[src/design/aqz_pkg.sv]
// Shared types and constants of the absmax int8 quantizer.
package aqz_pkg;

   // Float32 encodings.
   localparam logic [31:0] ONE_BITS     = 32'h3F80_0000;
   localparam logic [31:0] INF_BITS     = 32'h7F80_0000;
   localparam logic [7:0]  EXP_ALL_ONES = 8'hFF;

   // The dividend 127.0 is 1.984375 * 2^6.
   localparam logic [23:0]        DIVIDEND_MANT = 24'hFE_0000;
   localparam logic signed [10:0] DIVIDEND_EXP  = 11'sd6;
   localparam logic signed [10:0] EXP_BIAS      = 11'sd127;
   localparam logic signed [10:0] SUBNORM_EXP   = -11'sd126;
   localparam logic signed [10:0] BIASED_INF    = 11'sd255;

   // Quotient bits produced by the divider, one per cycle.
   localparam logic [4:0] DIV_LAST = 5'd25;

   // Input operation codes.
   localparam logic OP_SCAN     = 1'b0;
   localparam logic OP_QUANTIZE = 1'b1;

   // Saturation limits of the int8 result.
   localparam logic [7:0] Q_MAX = 8'h7F;
   localparam logic [7:0] Q_MIN = 8'h80;

   typedef enum logic [7:0] {
      ST_IDLE     = 8'b0000_0001,
      ST_NORM_MAX = 8'b0000_0010,
      ST_DIV      = 8'b0000_0100,
      ST_DIV_FIN  = 8'b0000_1000,
      ST_VAL_LOAD = 8'b0001_0000,
      ST_NORM_VAL = 8'b0010_0000,
      ST_MUL      = 8'b0100_0000,
      ST_OUT      = 8'b1000_0000
   } aqz_state_type;

   // Commands from the controller to the datapath.
   typedef struct packed {
      logic accept;
      logic norm_load_max;
      logic norm_load_val;
      logic norm_shift;
      logic div_init;
      logic div_step;
      logic div_write;
      logic mul_load;
      logic out_load;
   } aqz_cmd_type;

   // Status from the datapath to the controller.
   typedef struct packed {
      logic need_div;
      logic norm_done;
      logic div_last;
      logic val_skip;
      logic out_free;
   } aqz_status_type;

endpackage

[src/design/absmax_int8_quantizer.sv]
// Scan items (op 0) update the running maximum magnitude with no result and never stall
// the input. A quantize item (op 1) holds the input while it is worked on, and its result
// is offered in the cycle in which the next item can be taken. A subnormal value is first
// shifted by the one-bit-a-cycle normalizer; zero, NaN, infinity and an infinite scale skip
// the normalizer and the multiplier. The first quantize item of a tensor additionally forms
// the scale 127/max: the maximum is normalized, a restoring divider produces the quotient
// bits and the scale is written. The finished result sits in an output register, so the
// block waits only when that register is still full.
module absmax_int8_quantizer import aqz_pkg::*; (
   input  logic              clock,
   input  logic              reset,
   input  logic              req_valid,
   output logic              req_stall,
   input  logic              req_op,
   input  logic [31:0]       req_value,
   input  logic              req_last,
   output logic              rsp_valid,
   input  logic              rsp_stall,
   output logic signed [7:0] rsp_quantized,
   output logic              rsp_is_last
);

   aqz_cmd_type    cmd;
   aqz_status_type status;

   aqz_controller u_ctrl (
      .clock     (clock),
      .reset     (reset),
      .req_valid (req_valid),
      .req_op    (req_op),
      .req_stall (req_stall),
      .status    (status),
      .cmd       (cmd)
   );

   aqz_datapath u_dp (
      .clock         (clock),
      .reset         (reset),
      .cmd           (cmd),
      .status        (status),
      .req_op        (req_op),
      .req_value     (req_value),
      .req_last      (req_last),
      .rsp_stall     (rsp_stall),
      .rsp_valid     (rsp_valid),
      .rsp_quantized (rsp_quantized),
      .rsp_is_last   (rsp_is_last)
   );

endmodule

[src/design/aqz_datapath.sv]
// Datapath: maximum tracking, scale divider, normalizer, multiplier and rounding.
module aqz_datapath import aqz_pkg::*; (
   input  logic              clock,
   input  logic              reset,
   input  aqz_cmd_type       cmd,
   output aqz_status_type    status,
   input  logic              req_op,
   input  logic [31:0]       req_value,
   input  logic              req_last,
   input  logic              rsp_stall,
   output logic              rsp_valid,
   output logic signed [7:0] rsp_quantized,
   output logic              rsp_is_last
);

   logic [30:0]        max_ff, max_in;
   logic [31:0]        scale_ff, scale_in;
   logic               ready_ff, ready_in;
   logic [31:0]        val_ff, val_in;
   logic               last_ff, last_in;
   logic [23:0]        nm_ff, nm_in;
   logic signed [10:0] ne_ff, ne_in;
   logic [24:0]        rem_ff, rem_in;
   logic [25:0]        quo_ff, quo_in;
   logic [4:0]         cnt_ff, cnt_in;
   logic [47:0]        prod_ff, prod_in;
   logic signed [10:0] pe_ff, pe_in;
   logic               rsp_valid_ff, rsp_valid_in;
   logic [7:0]         rsp_q_ff, rsp_q_in;
   logic               rsp_last_ff, rsp_last_in;

   logic               val_finite, val_zero, scale_inf, force_zero;
   logic [30:0]        norm_src;
   logic               div_ge;
   logic [24:0]        div_diff;
   logic [23:0]        dm;
   logic               drb, dsb, dinc;
   logic [24:0]        dsum;
   logic signed [10:0] dexp, dbiased;
   logic               phi, prb, psb, pinc;
   logic [23:0]        pm, pmant;
   logic [24:0]        psum;
   logic signed [10:0] pexp;
   logic [4:0]         sh;
   logic [23:0]        int_part;
   logic               half_bit;
   logic [7:0]         rounded;
   logic [7:0]         q_val;

   // Flags of the held quantize value and scale.
   assign val_finite = val_ff[30:23] != EXP_ALL_ONES;
   assign val_zero   = val_ff[30:0] == 31'd0;
   assign scale_inf  = scale_ff[30:23] == EXP_ALL_ONES;
   assign force_zero = !val_finite || val_zero;

   assign status.need_div  = !ready_ff && (max_ff != 31'd0);
   assign status.norm_done = nm_ff[23];
   assign status.div_last  = cnt_ff == DIV_LAST;
   assign status.val_skip  = force_zero || scale_inf;
   assign status.out_free  = !rsp_valid_ff || !rsp_stall;

   // One restoring division step.
   assign div_ge   = rem_ff >= {1'b0, nm_ff};
   assign div_diff = rem_ff - {1'b0, nm_ff};

   // Final rounding of the quotient to float32.
   always_comb begin
      if (quo_ff[25]) begin
         dm   = quo_ff[25:2];
         drb  = quo_ff[1];
         dsb  = quo_ff[0] | (|rem_ff);
         dexp = DIVIDEND_EXP - ne_ff;
      end else begin
         dm   = quo_ff[24:1];
         drb  = quo_ff[0];
         dsb  = |rem_ff;
         dexp = DIVIDEND_EXP - ne_ff - 11'sd1;
      end
      dinc    = drb & (dsb | dm[0]);
      dsum    = {1'b0, dm} + {24'd0, dinc};
      dbiased = dexp + EXP_BIAS + $signed({10'd0, dsum[24]});
   end

   // Round the product to float32, then to an integer half away from zero.
   always_comb begin
      phi = prod_ff[47];
      if (phi) begin
         pm  = prod_ff[47:24];
         prb = prod_ff[23];
         psb = |prod_ff[22:0];
      end else begin
         pm  = prod_ff[46:23];
         prb = prod_ff[22];
         psb = |prod_ff[21:0];
      end
      pinc     = prb & (psb | pm[0]);
      psum     = {1'b0, pm} + {24'd0, pinc};
      pmant    = psum[24] ? 24'h80_0000 : psum[23:0];
      pexp     = pe_ff + $signed({10'd0, phi}) + $signed({10'd0, psum[24]});
      sh       = 5'(11'sd23 - pexp);
      int_part = pmant >> sh;
      half_bit = pmant[5'(sh - 5'd1)];
      rounded  = int_part[7:0] + {7'd0, half_bit};
      if (force_zero) begin
         q_val = 8'd0;
      end else if (scale_inf || pexp >= 11'sd7) begin
         q_val = val_ff[31] ? Q_MIN : Q_MAX;
      end else if (pexp < -11'sd1) begin
         q_val = 8'd0;
      end else if (val_ff[31]) begin
         q_val = 8'd0 - rounded;
      end else begin
         q_val = (rounded > Q_MAX) ? Q_MAX : rounded;
      end
   end

   // Next values of all registers.
   always_comb begin
      max_in       = max_ff;
      scale_in     = scale_ff;
      ready_in     = ready_ff;
      val_in       = val_ff;
      last_in      = last_ff;
      nm_in        = nm_ff;
      ne_in        = ne_ff;
      rem_in       = rem_ff;
      quo_in       = quo_ff;
      cnt_in       = cnt_ff;
      prod_in      = prod_ff;
      pe_in        = pe_ff;
      rsp_valid_in = rsp_valid_ff && rsp_stall;
      rsp_q_in     = rsp_q_ff;
      rsp_last_in  = rsp_last_ff;
      norm_src     = cmd.norm_load_max ? max_ff : val_ff[30:0];

      // Input transfer: scan items update the maximum right away.
      if (cmd.accept) begin
         val_in  = req_value;
         last_in = req_last;
         if (req_op == OP_SCAN) begin
            if (req_value[30:23] != EXP_ALL_ONES && req_value[30:0] > max_ff) begin
               max_in = req_value[30:0];
            end
         end else if (!ready_ff && max_ff == 31'd0) begin
            ready_in = 1'b1;
         end
      end

      // Normalizer load and one-bit shift.
      if (cmd.norm_load_max || cmd.norm_load_val) begin
         if (norm_src[30:23] == 8'd0) begin
            nm_in = {1'b0, norm_src[22:0]};
            ne_in = SUBNORM_EXP;
         end else begin
            nm_in = {1'b1, norm_src[22:0]};
            ne_in = $signed({3'd0, norm_src[30:23]}) - EXP_BIAS;
         end
      end else if (cmd.norm_shift) begin
         nm_in = {nm_ff[22:0], 1'b0};
         ne_in = ne_ff - 11'sd1;
      end

      // Divider.
      if (cmd.div_init) begin
         rem_in = {1'b0, DIVIDEND_MANT};
         quo_in = 26'd0;
         cnt_in = 5'd0;
      end else if (cmd.div_step) begin
         rem_in = {(div_ge ? div_diff[23:0] : rem_ff[23:0]), 1'b0};
         quo_in = {quo_ff[24:0], div_ge};
         cnt_in = cnt_ff + 5'd1;
      end
      if (cmd.div_write) begin
         ready_in = 1'b1;
         if (dbiased >= BIASED_INF) begin
            scale_in = INF_BITS;
         end else begin
            scale_in = {1'b0, dbiased[7:0], dsum[22:0]};
         end
      end

      // Mantissa product and exponent sum.
      if (cmd.mul_load) begin
         prod_in = nm_ff * {1'b1, scale_ff[22:0]};
         pe_in   = ne_ff + ($signed({3'd0, scale_ff[30:23]}) - EXP_BIAS);
      end

      // Result transfer; the last item starts a fresh tensor.
      if (cmd.out_load) begin
         rsp_valid_in = 1'b1;
         rsp_q_in     = q_val;
         rsp_last_in  = last_ff;
         if (last_ff) begin
            max_in   = 31'd0;
            scale_in = ONE_BITS;
            ready_in = 1'b0;
         end
      end
   end

   always_ff @(posedge clock) begin
      if (reset) begin
         max_ff       <= 31'd0;
         scale_ff     <= ONE_BITS;
         ready_ff     <= 1'b0;
         rsp_valid_ff <= 1'b0;
      end else begin
         max_ff       <= max_in;
         scale_ff     <= scale_in;
         ready_ff     <= ready_in;
         rsp_valid_ff <= rsp_valid_in;
      end
      val_ff      <= val_in;
      last_ff     <= last_in;
      nm_ff       <= nm_in;
      ne_ff       <= ne_in;
      rem_ff      <= rem_in;
      quo_ff      <= quo_in;
      cnt_ff      <= cnt_in;
      prod_ff     <= prod_in;
      pe_ff       <= pe_in;
      rsp_q_ff    <= rsp_q_in;
      rsp_last_ff <= rsp_last_in;
   end

   assign rsp_valid     = rsp_valid_ff;
   assign rsp_quantized = $signed(rsp_q_ff);
   assign rsp_is_last   = rsp_last_ff;

endmodule

[src/design/aqz_controller.sv]
// Controller state machine that sequences one item through the datapath.
module aqz_controller import aqz_pkg::*; (
   input  logic           clock,
   input  logic           reset,
   input  logic           req_valid,
   input  logic           req_op,
   output logic           req_stall,
   input  aqz_status_type status,
   output aqz_cmd_type    cmd
);

   aqz_state_type state_ff, state_in;

   always_comb begin
      state_in  = state_ff;
      cmd       = '0;
      req_stall = 1'b1;
      case (state_ff)
         ST_IDLE: begin
            req_stall = 1'b0;
            if (req_valid) begin
               cmd.accept = 1'b1;
               if (req_op == OP_QUANTIZE) begin
                  if (status.need_div) begin
                     cmd.norm_load_max = 1'b1;
                     state_in          = ST_NORM_MAX;
                  end else begin
                     state_in = ST_VAL_LOAD;
                  end
               end
            end
         end
         ST_NORM_MAX: begin
            if (status.norm_done) begin
               cmd.div_init = 1'b1;
               state_in     = ST_DIV;
            end else begin
               cmd.norm_shift = 1'b1;
            end
         end
         ST_DIV: begin
            cmd.div_step = 1'b1;
            if (status.div_last) begin
               state_in = ST_DIV_FIN;
            end
         end
         ST_DIV_FIN: begin
            cmd.div_write = 1'b1;
            state_in      = ST_VAL_LOAD;
         end
         ST_VAL_LOAD: begin
            // Zero, non-finite values and an infinite scale need no product.
            if (status.val_skip) begin
               state_in = ST_OUT;
            end else begin
               cmd.norm_load_val = 1'b1;
               state_in          = ST_NORM_VAL;
            end
         end
         ST_NORM_VAL: begin
            if (status.norm_done) begin
               state_in = ST_MUL;
            end else begin
               cmd.norm_shift = 1'b1;
            end
         end
         ST_MUL: begin
            cmd.mul_load = 1'b1;
            state_in     = ST_OUT;
         end
         ST_OUT: begin
            if (status.out_free) begin
               cmd.out_load = 1'b1;
               state_in     = ST_IDLE;
            end
         end
         default: begin
            state_in = ST_IDLE;
         end
      endcase
   end

   always_ff @(posedge clock) begin
      if (reset) begin
         state_ff <= ST_IDLE;
      end else begin
         state_ff <= state_in;
      end
   end

endmodule

[config.mk]
export PLATFORM = sky130hd
export DESIGN_NAME = absmax_int8_quantizer
export DESIGN_NICKNAME = d
export VERILOG_FILES = /design/src/design/aqz_pkg.sv /design/src/design/absmax_int8_quantizer.sv /design/src/design/aqz_datapath.sv /design/src/design/aqz_controller.sv
export SDC_FILE = /design/constraint.sdc
export NUM_CORES = 2
export LEC_CHECK = 0
export ABC_AREA = 1
export BUFFER_PORTS_ARGS = -buffer_cell sky130_fd_sc_hd__buf_2
export CAP_MARGIN = 20
export CORE_UTILIZATION = 58
export CTS_CLUSTER_SIZE = 20
export DETAILED_ROUTE_END_ITERATION = 12
export PLACE_DENSITY = 0.85
export SLEW_MARGIN = 20
export SYNTH_ARGS = -nofsm -noshare
export SYNTH_HDL_FRONTEND = slang
export SYNTH_SLANG_ARGS = --single-unit
[constraint.sdc]
create_clock -name clock -period 11.5 [get_ports clock]
set_input_delay 1.15 -clock clock [delete_from_list [all_inputs] [get_ports clock]]
set_output_delay 1.15 -clock clock [all_outputs]
set_load 0.005 [all_outputs]
==> reports/metrics.yaml <==
path_max_fanout: 25
fin_skew_ns: 0.0330
cp-end-kind: "register"
rsz0062_at_grt: "false"
clock_latency_ns: 0.62
core_mm2: 0.0618
finalSetupViolCount: 0
vias_per_cell: 5.52
cts_tree: "built"
crit_path_start: "u_dp.scale_ff[3]"
synth_top_cell_by_area: "fa_1"
grt_max_degree: 65
synthesis.area_mm2: 0.0364
drive_gt1_share_pct: 5.84
slew_headroom_pct: 28.0
period_share_pct: 67.4
diodes: 0
final_nets: 5464
numCtsBuffers: 31
die_x_um: 253
drc: 0
pin_count: 49
endpoint: "u_dp.prod_ff[47]"
cts-root-buf: "clkbuf_16"
r2r_end: "u_dp.prod_ff[47]"
ys_warn_count: 0
grt_pass1_wl_mm: 153
place_area_mm2: 0.0373
ys_seq_area_share_pct: 18.2
min_period_ns: 7.75
synth_edf_count: 136
antenna_found_initial: 1
htreeDepth: 1
die_y_um: 253
synthArstFlopShare_pct: 0
drv_slew: 0
ys_types: 68
wl_mm: 94.4
initial_core_util_pct: 58.9
cp_data_arrival_time_ns: 8.09
drtPass1Iterations: 6
reg2reg_setup_slack_ns: 3.75
setup_tns_ns: 0
track_usage_pct: 30.1
clock_sink_count: 263
rr_startpoint: "u_dp.scale_ff[3]"
fmax_mhz: 129
final_area_mm2: 0.0384
grt_pass1_vias: 30600
power_mw: 4.07
cts_buffer_depth: 3
syn_nets: 5529
slowest_stage: "dfxtp_1"
critPathKind: "reg2reg"
ys_ff_latch: 263
postCtsSetupRepairBufs: 0
synth.area.top_cells: "fa_1 27%, inv_1 12%, nand2_1 12%"
yosys.area.top_type_share_pct: 26.7
port-buffer-count: 48
hold_viol: 0
postCtsHoldBufs: 0
crit_top_cell: "inv_1"
drt.antenna.violating_nets: 0
clk_pin_slew_worst_paths_ns: 0.06
fin_cells: 5543
status: "complete, no violations"
ir_drop_mv: 0.161
dp_hpwl_mm: 71.1
grt-ovfl-total: 0
startpoint_type: "register"
worst_slew_pin_slew_ns: 1.08
final_common_cell: "inv_1"
cp.required_ns: 11.83
min_path_type: "reg2reg"
final_cell_mix: "1142 x inv_1, 1130 x nand2_1, 485 x fa_1, 260 x ha_1, 222 x a21oi_1"
fp.dieArea_mm2: 0.0638
p_per_area_mw_per_mm2: 106
vias: 30600
routedWlPerCell_um: 17.0
power.static_leakage_nw: 20.6
cpPeakStageDelay_ns: 1.01
r2r_cells: 27
cts-resized-gates: 0
std_cell_rows: 91
gp_congestion: 0.979
drtIter0Drc: 2763
drv_cap: 0
ys.flop_type: "edfxtp_1"
numPlacedInstances: 5484
syn_avg_cell_area_um2: 7.67
synthCells: 4746
area_growth_pct: 5.38
layer usage:
| layer | vias up | track usage [%] | share of wire, % |
|---|---|---|---|
| met1 | 14400 | 38.1 | 38 |
| met3 | 331 | 6.49 | 10 |
| met2 | 1511 | 49.5 | 46 |
| li1 | 14300 | - | - |
| met5 | - | 0 | 0.014 |
| met4 | 2 | 13.6 | 5.2 |
cell families after synthesis:
family / count (synthesis) / share of synthesized area, %
and+or+nand+nor: 1662 / 19.6
buffers and inverters: 1356 / 14.3
adders and majority gates: 745 / 35.6
AOI/OAI and AO/OA: 580 / 8.95
DFF: 263 / 18.2
xor gates and xnor gates: 135 / 3.25
muxes: 5 / 0.137
synthesized netlist by cell type, drive strengths merged, types with 15 or more instances:
library cell,number
clkbuf,177
buf,24
ha,260
dfxtp,127
nor3,29
nor4,33
xor2,101
nor2,187
or2,15
nand4,51
a21oi,238
o211ai,40
nand3,176
nand2,1157
inv,1151
fa,485
edfxtp,136
xnor2,34
o21ai,234
per-stage QoR:
step | utilization [%] | worst slack [ns] | hold slack (ns)
detailed placement | 60.3 | 3.78 | 0.441
global placement | 60.3 | 3.98 | 0.439
CTS | 62.0 | 3.78 | 0.455
global route | 62.0 | 3.34 | 0.463
finish | 62.0 | 3.75 | 0.451
floorplan | - | 4.41 | 0.427
registers in the layout, summed over array words and instances (netlist names), 11 cells and up:
| register | flops |
|---|---|
| u_dp.max_ff | 31 |
| u_dp.rem_ff | 24 |
| u_dp.val_ff | 32 |
| u_dp.prod_ff | 48 |
| u_dp.ne_ff | 11 |
| u_dp.quo_ff | 26 |
| u_dp.scale_ff | 31 |
| u_dp.nm_ff | 24 |
| u_dp.pe_ff | 11 |
worst max-delay path: cells and delay by family (launching register included):
kind | cells | cell delay [ns]
buf+inv | 8 | 0.45
simple gates | 3 | 0.32
xor+xnor | 1 | 0.16
flops | 1 | 1.01
fa+ha+maj | 8 | 3.88
compound gates | 7 | 1.66
layout make-up:
class                           count  area, µm²
Fill cell                        5110      23500
Multi-Input combinational cell   3127      24600
Inverter                         1155       4340
Clock inverter                     10        120
Tap cell                          837       1050
Clock buffer                       48        952
Sequential cell                   263       6630
Timing Repair Buffer              103        673
power breakdown:
group	switching (mW)	total [mW]	internal, mW
logic	1.21	1.74	0.537
registers	0.129	1.30	1.17
clock network	0.410	1.02	0.614
worst min-delay path by stage:
| stage | start | cells past startpoint | end |
|---|---|---|---|
| global placement | u_dp.last_ff | 0 | u_dp.rsp_is_last |
| floorplan | u_dp.last_ff | 0 | u_dp.rsp_is_last |
| finish | u_dp.last_ff | 0 | u_dp.rsp_is_last |
| detailed placement | u_dp.last_ff | 0 | u_dp.rsp_is_last |
| CTS | u_dp.last_ff | 0 | u_dp.rsp_is_last |
| global route | u_dp.last_ff | 0 | u_dp.rsp_is_last |
Power figures use the tool's default switching activity.
